## src/rtl/mdco_pkg.sv

```systemverilog
// Shared types and constants for the Manhattan-distance cell order scan.
// Used by the register block, controller, datapath and top level; depends on nothing.
package mdco_pkg;

  // Field and datapath widths
  localparam int DIM_W  = 8;   // grid dimension registers
  localparam int CEN_W  = 7;   // centre coordinate registers
  localparam int IDX_W  = 7;   // row and column fields of a result
  localparam int DIST_W = 8;   // distance field of a result
  localparam int CALC_W = 10;  // ring arithmetic: holds centre plus twice the largest span
  localparam int CNT_W  = 16;  // cells emitted; holds the largest possible cell count
  localparam int DATA_W = 32;  // configuration data bus
  localparam int ADDR_W = 4;   // configuration address bus

  // Largest value a dimension register can hold
  localparam int DIM_MAX = (1 << DIM_W) - 1;

  // Configuration register indexes
  typedef enum logic [1:0] {
    REG_NUM_ROWS   = 2'd0,
    REG_NUM_COLS   = 2'd1,
    REG_CENTER_ROW = 2'd2,
    REG_CENTER_COL = 2'd3
  } reg_idx_t;

  // Controller states
  typedef enum logic [2:0] {
    S_IDLE = 3'b001,
    S_SCAN = 3'b010,
    S_LOAD = 3'b100
  } state_t;

  // Raw configuration register contents
  typedef struct packed {
    logic [DIM_W-1:0] num_rows;
    logic [DIM_W-1:0] num_cols;
    logic [CEN_W-1:0] center_row;
    logic [CEN_W-1:0] center_col;
  } cfg_t;

  // Commands from the controller to the datapath and output stage
  typedef struct packed {
    logic start;  // request beat taken this cycle
    logic step;   // examine one candidate cell
    logic load;   // move the finished result into the output register
  } cmd_t;

  // Status returned to the controller
  typedef struct packed {
    logic hit;       // the candidate examined this cycle produced the result
    logic out_free;  // output register can take a new result this cycle
  } sts_t;

  // One result beat
  typedef struct packed {
    logic [IDX_W-1:0]  row;
    logic [IDX_W-1:0]  col;
    logic [DIST_W-1:0] distance;
    logic              last;
    logic              done_res;
  } res_t;

endpackage

```

## src/rtl/mdco_cfg.sv

```systemverilog
// APB-style configuration registers for the cell order scan.
// Depends on mdco_pkg for the register indexes and the configuration struct.
module mdco_cfg import mdco_pkg::*; (
  input  logic              clk,
  input  logic              rst,
  input  logic              psel,
  input  logic              penable,
  input  logic              pwrite,
  input  logic [ADDR_W-1:0] paddr,
  input  logic [DATA_W-1:0] pwdata,
  output logic [DATA_W-1:0] prdata,
  output logic              pready,
  output cfg_t              cfg,
  output logic              cfg_wr
);

  reg_idx_t idx;

  assign idx    = reg_idx_t'(paddr[3:2]);
  assign pready = 1'b1;
  assign cfg_wr = psel && penable && pwrite;

  // Register writes during the access phase.
  always_ff @(posedge clk) begin
    if (rst) begin
      cfg.num_rows   <= DIM_W'(1);
      cfg.num_cols   <= DIM_W'(1);
      cfg.center_row <= '0;
      cfg.center_col <= '0;
    end else if (cfg_wr) begin
      case (idx)
        REG_NUM_ROWS:   cfg.num_rows   <= pwdata[DIM_W-1:0];
        REG_NUM_COLS:   cfg.num_cols   <= pwdata[DIM_W-1:0];
        REG_CENTER_ROW: cfg.center_row <= pwdata[CEN_W-1:0];
        REG_CENTER_COL: cfg.center_col <= pwdata[CEN_W-1:0];
        default: ;
      endcase
    end
  end

  // Read-back of the addressed register.
  always_comb begin
    case (idx)
      REG_NUM_ROWS:   prdata = DATA_W'(cfg.num_rows);
      REG_NUM_COLS:   prdata = DATA_W'(cfg.num_cols);
      REG_CENTER_ROW: prdata = DATA_W'(cfg.center_row);
      REG_CENTER_COL: prdata = DATA_W'(cfg.center_col);
      default:        prdata = '0;
    endcase
  end

endmodule

```

## src/rtl/mdco_ctrl.sv

```systemverilog
// Controller state machine for the cell order scan: sequences accept, scan and load.
// Depends on mdco_pkg for the state, command and status types.
module mdco_ctrl import mdco_pkg::*; (
  input  logic clk,
  input  logic rst,
  input  logic req_valid,
  output logic req_ready,
  input  sts_t sts,
  output cmd_t cmd
);

  state_t state, state_next;

  // Command decode from the current state.
  always_comb begin
    req_ready = (state == S_IDLE);
    cmd.start = (state == S_IDLE) && req_valid;
    cmd.step  = (state == S_SCAN);
    cmd.load  = (state == S_LOAD) && sts.out_free;
  end

  // Next-state logic.
  always_comb begin
    state_next = state;
    case (state)
      S_IDLE: begin
        if (req_valid) state_next = S_SCAN;
      end
      S_SCAN: begin
        if (sts.hit) state_next = S_LOAD;
      end
      S_LOAD: begin
        if (sts.out_free) state_next = S_IDLE;
      end
      default: state_next = S_IDLE;
    endcase
  end

  always_ff @(posedge clk) begin
    if (rst) begin
      state <= S_IDLE;
    end else begin
      state <= state_next;
    end
  end

endmodule

```

## src/rtl/mdco_dp.sv

```systemverilog
// Datapath of the cell order scan: grid geometry, ring walk state and the result register.
// Depends on mdco_pkg for widths, the configuration struct and the result struct.
module mdco_dp import mdco_pkg::*; #(
  parameter int MAX_ROWS = 128,
  parameter int MAX_COLS = 128
) (
  input  logic clk,
  input  logic rst,
  input  cfg_t cfg,
  input  logic cfg_wr,
  input  cmd_t cmd,
  input  logic restart,
  output logic hit,
  output res_t res
);

  localparam int ROW_LIM = (MAX_ROWS > DIM_MAX) ? DIM_MAX : MAX_ROWS;
  localparam int COL_LIM = (MAX_COLS > DIM_MAX) ? DIM_MAX : MAX_COLS;
  localparam logic [DIM_W-1:0] ROW_CAP = DIM_W'(ROW_LIM);
  localparam logic [DIM_W-1:0] COL_CAP = DIM_W'(COL_LIM);

  // Geometry derived from the registers
  logic [DIM_W-1:0]  rows_c, cols_c, rows_m1, cols_m1, cr_c, cc_c;
  logic [CALC_W-1:0] rows_q, cols_q, cr_q, cc_q, maxd_q;
  logic [CNT_W-1:0]  total_q;

  // Walk state
  logic [CALC_W-1:0] ring_distance, ring_distance_next;
  logic [CALC_W-1:0] ring_row, ring_row_next;
  logic              right_side, right_side_next;
  logic [CNT_W-1:0]  emitted_count, emitted_count_next;
  logic              exhausted, exhausted_next;
  logic              restart_pend;
  res_t              res_next;

  // Clamp the dimensions and centre; the geometry is registered every cycle.
  always_comb begin
    rows_c  = (cfg.num_rows == '0) ? DIM_W'(1) :
              ((cfg.num_rows > ROW_CAP) ? ROW_CAP : cfg.num_rows);
    cols_c  = (cfg.num_cols == '0) ? DIM_W'(1) :
              ((cfg.num_cols > COL_CAP) ? COL_CAP : cfg.num_cols);
    rows_m1 = rows_c - DIM_W'(1);
    cols_m1 = cols_c - DIM_W'(1);
    cr_c    = (DIM_W'(cfg.center_row) > rows_m1) ? rows_m1 : DIM_W'(cfg.center_row);
    cc_c    = (DIM_W'(cfg.center_col) > cols_m1) ? cols_m1 : DIM_W'(cfg.center_col);
  end

  always_ff @(posedge clk) begin
    rows_q  <= CALC_W'(rows_c);
    cols_q  <= CALC_W'(cols_c);
    cr_q    <= CALC_W'(cr_c);
    cc_q    <= CALC_W'(cc_c);
    maxd_q  <= CALC_W'(rows_m1) + CALC_W'(cols_m1);
    total_q <= CNT_W'(rows_c) * CNT_W'(cols_c);
  end

  // At most one candidate of the ring walk per step; a restart is applied as the beat is taken.
  always_comb begin
    logic [CALC_W-1:0] lo;
    logic [CALC_W-1:0] rr;
    logic [CALC_W-1:0] dr;
    logic [CALC_W-1:0] kk;
    logic [CALC_W-1:0] col_v;
    logic              past;
    logic              cell_ok;
    logic              fin;

    ring_distance_next = ring_distance;
    ring_row_next      = ring_row;
    right_side_next    = right_side;
    emitted_count_next = emitted_count;
    exhausted_next     = exhausted;
    res_next           = res;
    hit                = 1'b0;

    lo      = (cr_q > ring_distance) ? cr_q - ring_distance : '0;
    rr      = (ring_row < lo) ? lo : ring_row;
    past    = (rr >= rows_q) || (rr > cr_q + ring_distance);
    dr      = (rr > cr_q) ? rr - cr_q : cr_q - rr;
    kk      = ring_distance - dr;
    cell_ok = right_side ? (cc_q + kk < cols_q) : (kk <= cc_q);
    col_v   = right_side ? cc_q + kk : cc_q - kk;
    fin     = (emitted_count + CNT_W'(1)) >= total_q;

    if (cmd.start) begin
      // The centre row comes straight from the registers, so a write just before is seen.
      if (restart || restart_pend) begin
        ring_distance_next = '0;
        ring_row_next      = CALC_W'(cr_c);
        right_side_next    = 1'b0;
        emitted_count_next = '0;
        exhausted_next     = 1'b0;
      end
    end else if (cmd.step) begin
      if (exhausted || (ring_distance > maxd_q)) begin
        // Sequence finished: answer with a done beat.
        exhausted_next = 1'b1;
        hit            = 1'b1;
        res_next       = '{row: '0, col: '0, distance: '0, last: 1'b0, done_res: 1'b1};
      end else if (past) begin
        // Ring has no rows left inside the grid: move to the next ring.
        ring_distance_next = ring_distance + CALC_W'(1);
        ring_row_next      = '0;
        right_side_next    = 1'b0;
      end else begin
        // Left candidate first, then the right one unless both coincide.
        if (!right_side && (kk != '0)) begin
          ring_row_next   = rr;
          right_side_next = 1'b1;
        end else begin
          ring_row_next   = rr + CALC_W'(1);
          right_side_next = 1'b0;
        end
        if (cell_ok) begin
          hit                = 1'b1;
          emitted_count_next = emitted_count + CNT_W'(1);
          exhausted_next     = fin;
          res_next.row       = rr[IDX_W-1:0];
          res_next.col       = col_v[IDX_W-1:0];
          res_next.distance  = ring_distance[DIST_W-1:0];
          res_next.last      = fin;
          res_next.done_res  = 1'b0;
        end
      end
    end
  end

  // Walk state and pending restart after a register write.
  always_ff @(posedge clk) begin
    if (rst) begin
      ring_distance <= '0;
      ring_row      <= '0;
      right_side    <= 1'b0;
      emitted_count <= '0;
      exhausted     <= 1'b0;
      restart_pend  <= 1'b1;
    end else begin
      ring_distance <= ring_distance_next;
      ring_row      <= ring_row_next;
      right_side    <= right_side_next;
      emitted_count <= emitted_count_next;
      exhausted     <= exhausted_next;
      if (cfg_wr) begin
        restart_pend <= 1'b1;
      end else if (cmd.start) begin
        restart_pend <= 1'b0;
      end
    end
  end

  // Result register: payload only.
  always_ff @(posedge clk) begin
    res <= res_next;
  end

endmodule

```

## src/rtl/manhattan_distance_cell_order.sv

```systemverilog
// Manhattan-distance cell order scan: top level with the output register and checks.
// A request beat is taken in S_IDLE; S_SCAN then examines candidate cells one by one
// (at least one) until the result is found, and S_LOAD moves it into the output register
// once it is free; a scan runs longer where a ring holds cells or rows outside the grid.
// A new request is taken while a finished result still waits in the output register.
// Reset (synchronous): grid 1 x 1, centre at the origin, scan at its start, output empty.
module manhattan_distance_cell_order import mdco_pkg::*; #(
  parameter int MAX_ROWS = 128,
  parameter int MAX_COLS = 128
) (
  input  logic              clk,
  input  logic              rst,
  input  logic              psel,
  input  logic              penable,
  input  logic              pwrite,
  input  logic [ADDR_W-1:0] paddr,
  input  logic [DATA_W-1:0] pwdata,
  output logic [DATA_W-1:0] prdata,
  output logic              pready,
  input  logic              req_valid,
  output logic              req_ready,
  input  logic              restart,
  output logic              res_valid,
  input  logic              res_ready,
  output logic [IDX_W-1:0]  row,
  output logic [IDX_W-1:0]  col,
  output logic [DIST_W-1:0] distance,
  output logic              last,
  output logic              done_res
);

  cfg_t cfg;
  logic cfg_wr;
  cmd_t cmd;
  sts_t sts;
  logic dp_hit;
  res_t dp_res;
  res_t out_q;

  mdco_cfg u_cfg (
    .clk     (clk),
    .rst     (rst),
    .psel    (psel),
    .penable (penable),
    .pwrite  (pwrite),
    .paddr   (paddr),
    .pwdata  (pwdata),
    .prdata  (prdata),
    .pready  (pready),
    .cfg     (cfg),
    .cfg_wr  (cfg_wr)
  );

  mdco_ctrl u_ctrl (
    .clk       (clk),
    .rst       (rst),
    .req_valid (req_valid),
    .req_ready (req_ready),
    .sts       (sts),
    .cmd       (cmd)
  );

  mdco_dp #(
    .MAX_ROWS (MAX_ROWS),
    .MAX_COLS (MAX_COLS)
  ) u_dp (
    .clk     (clk),
    .rst     (rst),
    .cfg     (cfg),
    .cfg_wr  (cfg_wr),
    .cmd     (cmd),
    .restart (restart),
    .hit     (dp_hit),
    .res     (dp_res)
  );

  // Status back to the controller.
  assign sts.hit      = dp_hit;
  assign sts.out_free = !res_valid || res_ready;

  // Output register: holds one result beat until it is taken.
  always_ff @(posedge clk) begin
    if (rst) begin
      res_valid <= 1'b0;
    end else if (cmd.load) begin
      res_valid <= 1'b1;
    end else if (res_ready) begin
      res_valid <= 1'b0;
    end
  end

  always_ff @(posedge clk) begin
    if (cmd.load) begin
      out_q <= dp_res;
    end
  end

  assign row      = out_q.row;
  assign col      = out_q.col;
  assign distance = out_q.distance;
  assign last     = out_q.last;
  assign done_res = out_q.done_res;

  // A result is only moved into the output register when that register is free.
  a_load_free: assert property (@(posedge clk) disable iff (rst)
    cmd.load |-> (!res_valid || res_ready))
    else $error("result loaded over an untaken beat");

  // A request beat taken starts the scan in the next cycle.
  a_start_scan: assert property (@(posedge clk) disable iff (rst)
    (req_valid && req_ready) |=> (cmd.step && !req_ready))
    else $error("scan did not follow an accepted request");

  // A load is followed by a valid result beat.
  a_load_valid: assert property (@(posedge clk) disable iff (rst)
    cmd.load |=> res_valid)
    else $error("loaded result not presented");

  // A done beat carries no cell.
  a_done_empty: assert property (@(posedge clk) disable iff (rst)
    (res_valid && done_res) |-> (row == '0 && col == '0 && distance == '0 && !last))
    else $error("done beat carries cell data");

endmodule

```

## config.mk

```make
export PLATFORM = sky130hd
export DESIGN_NAME = manhattan_distance_cell_order
export DESIGN_NICKNAME = d
export VERILOG_FILES = /design/src/rtl/mdco_pkg.sv /design/src/rtl/mdco_cfg.sv /design/src/rtl/mdco_ctrl.sv /design/src/rtl/mdco_dp.sv /design/src/rtl/manhattan_distance_cell_order.sv
export SDC_FILE = /design/constraint.sdc
export NUM_CORES = 1
export LEC_CHECK = 0
export BUFFER_PORTS_ARGS = -buffer_cell sky130_fd_sc_hd__buf_4
export CORE_ASPECT_RATIO = 0.8
export CORE_UTILIZATION = 50
export CTS_CLUSTER_DIAMETER = 100
export DETAILED_ROUTE_END_ITERATION = 10
export PLACE_DENSITY = 0.75
export SLEW_MARGIN = 25
export SYNTH_ARGS = -nofsm -noshare
export SYNTH_HDL_FRONTEND = slang
export SYNTH_HIERARCHICAL = 1
export SYNTH_SLANG_ARGS = --single-unit
```

## constraint.sdc

```tcl
create_clock -name clk -period 12.8 [get_ports clk]
set_clock_uncertainty 0.15 [all_clocks]
set_input_delay 1.92 -clock clk [delete_from_list [all_inputs] [get_ports clk]]
set_output_delay 1.92 -clock clk [all_outputs]
set_load 0.02 [all_outputs]
```

==> results by group, run 1 <==
Power and ir drop
  – P_sw: 1.36 mW
  – Pint: 1.65 mW
  – Maximum vdd drop: 0.208 mV
  – Logic pwr share: 61.6%
  – Leakage: 7.01 nW
  – Seq pwr share: 21.1%
  – Clock power frac: 17.3%
  – Net Sw Frac: 45.2%
  – P per Cell Area: 197 nW/µm²
  – Tot Pwr: 3.01 mW

Setup path
  – Max FO, Critical Path: 17
  – Startpoint Class: flip-flop
  – CP peak stage delay: 640 ps
  – Critical Path RT: 13010 ps
  – CP Class: flip-flop to flip-flop
  – Crit path DAT: 12020 ps
  – Crit path capture type: flip-flop
  – Most common cell on crit path: ha_1
  – Crit-path slowest cell: a221o_1

Layout
  – Share of post-route cells with drive strength above 1: 8.21%
  – Most frequent cells in the layout: 196 x inv_1, 188 x ha_1, 134 x nor2_1
  – Commonest non-fill, non-tap cell in the layout: inv_1
  – FF/Latch Area: 4040 µm²
  – Diodes inserted: 0
  – Final cell count without fillers: 1997
  – Layout fillers: 2426
  – Layout area overhead: 8.32%
  – Final instance area: 15300 µm²
  – Fin nets: 1896
  – Final Core Density: 55.5%
  – Area of the multi-input gates: 8970 µm²

Synthesis
  – Top_reg_cell synth: dfxtp_1
  – Synth warn: 6
  – Largest cells by area after synthesis: dfxtp_1 18%, ha_1 17%, edfxtp_1 10%, fa_1 6.2%, inv_1 5.2%
  – Area leader, netlist: dfxtp_1
  – Share of the synthesized area in the top cell type: 18.5%
  – Mapped Cells: 1590
  – Number of flops mapped to enable cells by yosys: 48
  – Yosys cell types: 85
  – Register area share after synthesis: 28.7%
  – #FFs+latches synth: 178
  – Avg Inst Size Synth: 8.87 µm²
  – Mapped Area: 14100 µm²
  – Async SR Flop Fraction: 0%

Timing
  – Final slew viol count: 0
  – Rel. slew slack: 33.5%
  – Finish-stage setup viols: 0
  – RSZ-0062 raised after global routing: no
  – Fraction of the cycle the final worst path needs: 92.2%
  – Final min period: 11810 ps
  – Worst Max-Slew Pin Slew: 996 ps
  – Setup TNS: 0 ps
  – Final Hold Vio Count: 0
  – Achievable Freq: 84.7 MHz

Detailed routing
  – # DRC: 0
  – Avg WL per Cell: 17.0 µm
  – ANT nets after route: 0
  – Starting DRC count in detailed routing: 802
  – TritonRoute pass-1 iters: 5
  – DR vias: 11100
  – Final WL: 33900 µm
  – Via density: 5.57

Clock tree
  – Clock buffer depth: 2
  – Number of H-tree levels: 4
  – Setup Buffers After CTS: 0
  – Num CTS Buffers: 17
  – Post-CTS Resized: 0
  – Clock Sinks: 178
  – Clk_lat worst skew: 450 ps
  – Root Driver: clkbuf_16
  – Clk pin slew, worst setup/hold paths: 80 ps
  – Hold_buf cts: 0
  – CTS tree: done

Hold path
  – Min-delay worst type: flip-flop to flip-flop

Placement
  – Placed Cells: 1965
  – GPL Wtd Cong: 0.971
  – PortBufs: 51
  – Dpl cell area: 14700 µm²
  – Dpl hpwl: 26900 µm

Die
  – FP Rows: 54
  – DIE AREA: 28900 µm²
  – IO Count: 103
  – Initial Utilization: 51.3%
  – Die height: 152 µm
  – Die width: 190 µm
  – CORE AREA: 27500 µm²

Global routing
  – GRT Total Usage: 24.2%
  – Vias in the first global route: 10900
  – Initial antenna violation count: 1
  – GRT overflow: 0
  – Pin count of the biggest net entering global routing: 63
  – First-pass GRT wire length: 54900 µm

Job
  – Max_cap viols: 0

Status
  – Status: finished clean
## critical path, delay by kind of cell (launching register included)
| family | cells | cell delay [ps] |
|---|---|---|
| compound gates | 18 | 4870 |
| simple gates | 9 | 2380 |
| fa+ha+maj | 6 | 2020 |
| xor+xnor | 4 | 710 |
| flops | 1 | 630 |
| buf+inv | 3 | 570 |
| mux | 1 | 390 |
## final timing paths
check | cells past startpoint | startpoint | endpoint | slack, ps
max | 41 | u_dp/ring_distance[1]$_SDFFE_PP0P_ | u_ctrl/state[1]$_SDFFE_PP0P_ | 990
min | 0 | u_dp/res[8]$_SDFFCE_PN0P_ | distance[6]$_DFFE_PP_ | 270
min reg2reg | 0 | u_dp/res[8]$_SDFFCE_PN0P_ | distance[6]$_DFFE_PP_ | 270
max reg2reg | 41 | u_dp/ring_distance[1]$_SDFFE_PP0P_ | u_ctrl/state[1]$_SDFFE_PP0P_ | 990
## through the flow
step	setup WS, ps	hold slack, ps
2_1_floorplan	1760	250
3_3_place_gp	1460	251
3_5_place_dp	1310	257
4_1_cts	1240	274
5_1_grt	316	278
6_report	994	273
## synthesized netlist by cell type (all sizes together), types with 4 or more instances
master and count:
a31oi 8, clkbuf 35, a21o 27, clkinv 4, xor2 21, buf 43, a211oi 12, nand4 13
edfxtp 48, xnor2 57, mux2 8, and2 13, nor2b 23, fa 44, or2 7, nor2 134
nor3 31, nand3b 5, ha 188, mux4 7, or3 10, o21bai 13, nand2 104, a21oi 90
mux2i 41, o31ai 8, o21a 18, a22o 4, dfxtp 130, conb 4, nor3b 5, and4 4
nor4 7, and3 13, inv 196, nand3 26, nand2b 71, a221oi 4, o21ai 66
## cells by family (layout without fill, tap and decap cells)
logic type	after synthesis	after routing	synth area share, %
xor gates and xnor gates	78	78	4.85
and+or+nand+nor	479	479	17.3
muxes	56	56	4.69
AOI/OAI and AO/OA	285	285	13.0
adders and majority gates	232	232	22.9
other	4	30	0.106
DFF	178	178	28.7
buffers and inverters	278	295	8.46
## cell type report
type                            instances  area share (%)
Clock buffer                           18            2.88
Clock inverter                         14           0.926
Inverter                              200            4.92
Multi-Input combinational cell       1160            58.7
Sequential cell                       178            26.5
Tap cell                              364            2.98
Timing Repair Buffer                   63            3.10
## layer usage
layer	routed length [µm]	vias up	track usage, %
met1	15400	5286	32.6
met5	13	-	0.502
li1	-	5414	-
met2	15100	365	38.3
met4	808	2	8.37
met3	2480	56	5.00
## state kept, by name (all words and copies together), names as in the netlist, 9 cells and up
register and cells:
u_dp/ring_distance 10, u_dp/maxd_q 9, u_dp/emitted_count 16, u_dp/ring_row 10
u_dp/total_q 16, u_cfg/cfg 30, u_dp/res 24
## power groups by stage
| stage | Sequential [mW] | Combinational (mW) | Clock [mW] |
|---|---|---|---|
| after global placement | 0.646 | 1.76 | 0 |
| final | 0.634 | 1.85 | 0.521 |
| after floorplan | 0.639 | 1.42 | 0 |
| after global routing | 0.635 | 2.06 | 0.551 |
| after CTS | 0.633 | 1.84 | 0.531 |
| after detailed placement | 0.646 | 1.82 | 0 |
Note: power is estimated with default switching activity, not from simulation.
==> run 2: changes to the inputs <==
Settings changed: SYNTH_HIERARCHICAL 1 to unset.
==> run 2 against run 1 <==
  * Sequential cell count is the same
  * Hold slack lost 2.4 ps
  * Via count grew 0.16%
  * Largest power group unchanged
  * Design area shrank 0.81%
  * Utilization is essentially flat
==> results by group, run 2 <==
Status
  – Status: finished clean

Layout
  – Fin nets: 1898
  – Layout area overhead: 8.90%
  – Final cell count without fillers: 1999
  – Most frequent cells in the layout: 195 x inv_1, 188 x ha_1, 174 x nor2_1
  – Diodes inserted: 0
  – Layout fillers: 2452
  – Biggest regs: u_cfg.cfg x30, u_dp.res x24
  – Commonest non-fill, non-tap cell in the layout: inv_1
  – Share of post-route cells with drive strength above 1: 8.87%
  – Max FFs per register: 30
  – Most flops, register: u_cfg.cfg

Synthesis
  – Mapped Area: 13900 µm²
  – Synth warn: 0
  – Async SR Flop Fraction: 0%
  – Area leader, netlist: dfxtp_1
  – Count leader, synth: inv_1
  – Yosys cell types: 82
  – Area share of fa/ha/maj cells after synthesis: 23.2%
  – Mapped Cells: 1586
  – Synth Area in Compound Gates: 13.2%
  – Top_reg_cell synth: dfxtp_1
  – Largest cells by area after synthesis: dfxtp_1 19%, ha_1 17%, edfxtp_1 10%, fa_1 6.3%, inv_1 5.3%
  – Number of flops mapped to enable cells by yosys: 48
  – Share of the synthesized area in the top cell type: 18.7%
  – Mux cell area share after synthesis: 4.38%
  – Synth Area in XOR/XNOR: 5.41%
  – Register area share after synthesis: 29.1%
  – Avg Inst Size Synth: 8.77 µm²
  – Most frequent cells after synthesis: 195 x inv_1, 188 x ha_1, 175 x nor2_1, 130 x dfxtp_1, 101 x nand2_1
  – Simple-Gate Fraction of Synth Area: 16.2%
  – #FFs+latches synth: 178
  – Main combinational cell family by area after synthesis: adder cells

Power and ir drop
  – Logic pwr share: 67.6%
  – P per Cell Area: 239 nW/µm²
  – Seq pwr share: 18.0%
  – Pint: 1.87 mW
  – P_sw: 1.76 mW
  – Net Sw Frac: 48.5%
  – Leakage: 6.86 nW
  – Maximum vdd drop: 0.236 mV
  – Clock power frac: 14.5%

Global routing
  – GRT Total Usage: 25.2%
  – Vias in the first global route: 10800
  – First-pass GRT wire length: 56000 µm
  – Pin count of the biggest net entering global routing: 61
  – Initial antenna violation count: 0
  – GRT overflow: 0

Die
  – CORE AREA: 27300 µm²
  – FP Rows: 54
  – IO Count: 103
  – Initial Utilization: 51.0%
  – Die width: 188 µm
  – DIE AREA: 28500 µm²
  – Die height: 151 µm

Hold path
  – Min-delay worst type: flip-flop to flip-flop
  – WHS Path Cells: 0

Placement
  – Dpl hpwl: 27100 µm
  – PortBufs: 51
  – Placed Cells: 1967
  – GPL Wtd Cong: 0.917

Setup path
  – Startpoint Class: flip-flop
  – CP Class: flip-flop to flip-flop
  – Critical Path RT: 12760 ps
  – Crit-path slowest cell: a221o_1
  – Crit path capture type: flip-flop
  – Max FO, Critical Path: 24
  – CP peak stage delay: 580 ps
  – FF-to-FF path depth: 41
  – Crit path DAT: 11830 ps

Timing
  – Final slew viol count: 0
  – Rel. slew slack: 30.5%
  – Achievable Freq: 84.2 MHz
  – Finish-stage setup viols: 0
  – Fraction of the cycle the final worst path needs: 92.8%
  – Final min period: 11880 ps
  – Setup TNS: 0 ps
  – Worst Max-Slew Pin Slew: 1030 ps
  – RSZ-0062 raised after global routing: no
  – Final Hold Vio Count: 0

Detailed routing
  – TritonRoute pass-1 iters: 7
  – # DRC: 0
  – Starting DRC count in detailed routing: 941
  – Avg WL per Cell: 17.1 µm
  – Final WL: 34300 µm
  – ANT nets after route: 0
  – Via density: 5.57
  – DR vias: 11100

Clock tree
  – Root Driver: clkbuf_16
  – Number of H-tree levels: 4
  – Setup Buffers After CTS: 0
  – Clk_lat worst skew: 450 ps
  – Clock Sinks: 178
  – Num CTS Buffers: 17
  – Clk pin slew, worst setup/hold paths: 80 ps
  – CTS tree: done
  – Clock buffer depth: 2

Job
  – Max_cap viols: 0
[run 2: changes by cell type after synthesis, sizes merged, moves of 6 or more]
cell / delta
nand2b: -50
nor2: +42
nand3: +13
nand4: +10
nor3: -10
a31o: +9
o22ai: +9
clkbuf: +7
xor2: +7
buf: -6
o211ai: +6
o21ai: +6
[run 2: path summary, 6_finish.rpt]
kind | startpoint | endpoint | slack (ps)
max reg2reg | u_dp.ring_distance[6]$_SDFFE_PP0P_ | u_dp.res[15]$_SDFFCE_PN0P_ | 920
min | u_dp.res[19]$_SDFFCE_PN0P_ | row[2]$_DFFE_PP_ | 270
max | u_dp.ring_distance[6]$_SDFFE_PP0P_ | u_dp.res[15]$_SDFFCE_PN0P_ | 920
min reg2reg | u_dp.res[19]$_SDFFCE_PN0P_ | row[2]$_DFFE_PP_ | 270
[run 2: per-stage QoR]
step / setup slack, ps / utilization [%] / power, mW / area [µm²] / hold slack [ps]
6_report: 925 / 55.5 / 3.62 / 15100 / 270
5_1_grt: 189 / 55.5 / 3.97 / 15100 / 284
4_1_cts: 1040 / 55.5 / 3.60 / 15100 / 272
3_5_place_dp: 1100 / 53.4 / 3.05 / 14600 / 256
3_3_place_gp: 1220 / 53.4 / 2.97 / 14600 / 251
2_1_floorplan: 1800 / - / 2.50 / 14000 / 250
[run 2: cell type report]
class	count	area, µm²	area share [%]
Clock buffer	19	443	2.92
Tap cell	364	455	3.01
Multi-Input combinational cell	1156	8810	58.2
Inverter	201	754	4.98
Sequential cell	178	4040	26.7
Clock inverter	13	131	0.867
Timing Repair Buffer	68	510	3.37
[run 2: per-layer routing]
layer,vias up,track usage [%],part of all wire (%)
li1,5386,-,-
met1,5327,35.5,47
met5,-,0,0
met2,386,39.2,44
met3,42,4.91,7.0
met4,0,7.10,1.8
[run 2: cells by family after synthesis]
family	Yosys count
AOI/OAI and AO/OA	286
xor gates and xnor gates	86
adders and majority gates	232
buffers and inverters	280
DFF	178
muxes	50
other	2
and+or+nand+nor	472
[run 2: critical path: cells and delay by family, from the launching register on]
family / cells / cell delay [ps]
AO/OA/AOI/OAI: 19 / 5000
XOR/XNOR: 3 / 660
adder cells (fa/ha/maj): 6 / 2150
buffers and inverters: 4 / 1050
flip-flops: 1 / 570
multiplexers: 2 / 670
AND/OR/NAND/NOR: 7 / 1260
[run 2: timing repair]
item | 4_1_cts | 5_1_grt
endpoints found under the setup margin | 0 | 24
resized for setup | 0 | 1
hold buffers | 0 | 0
[run 2: power by group through the flow]
stage | Combinational (mW) | Sequential (mW) | Clock (mW)
2_1_floorplan | 1.85 | 0.654 | 0
3_3_place_gp | 2.30 | 0.663 | 0
3_5_place_dp | 2.39 | 0.663 | 0
4_1_cts | 2.42 | 0.650 | 0.530
5_1_grt | 2.76 | 0.653 | 0.554
6_report | 2.45 | 0.651 | 0.524
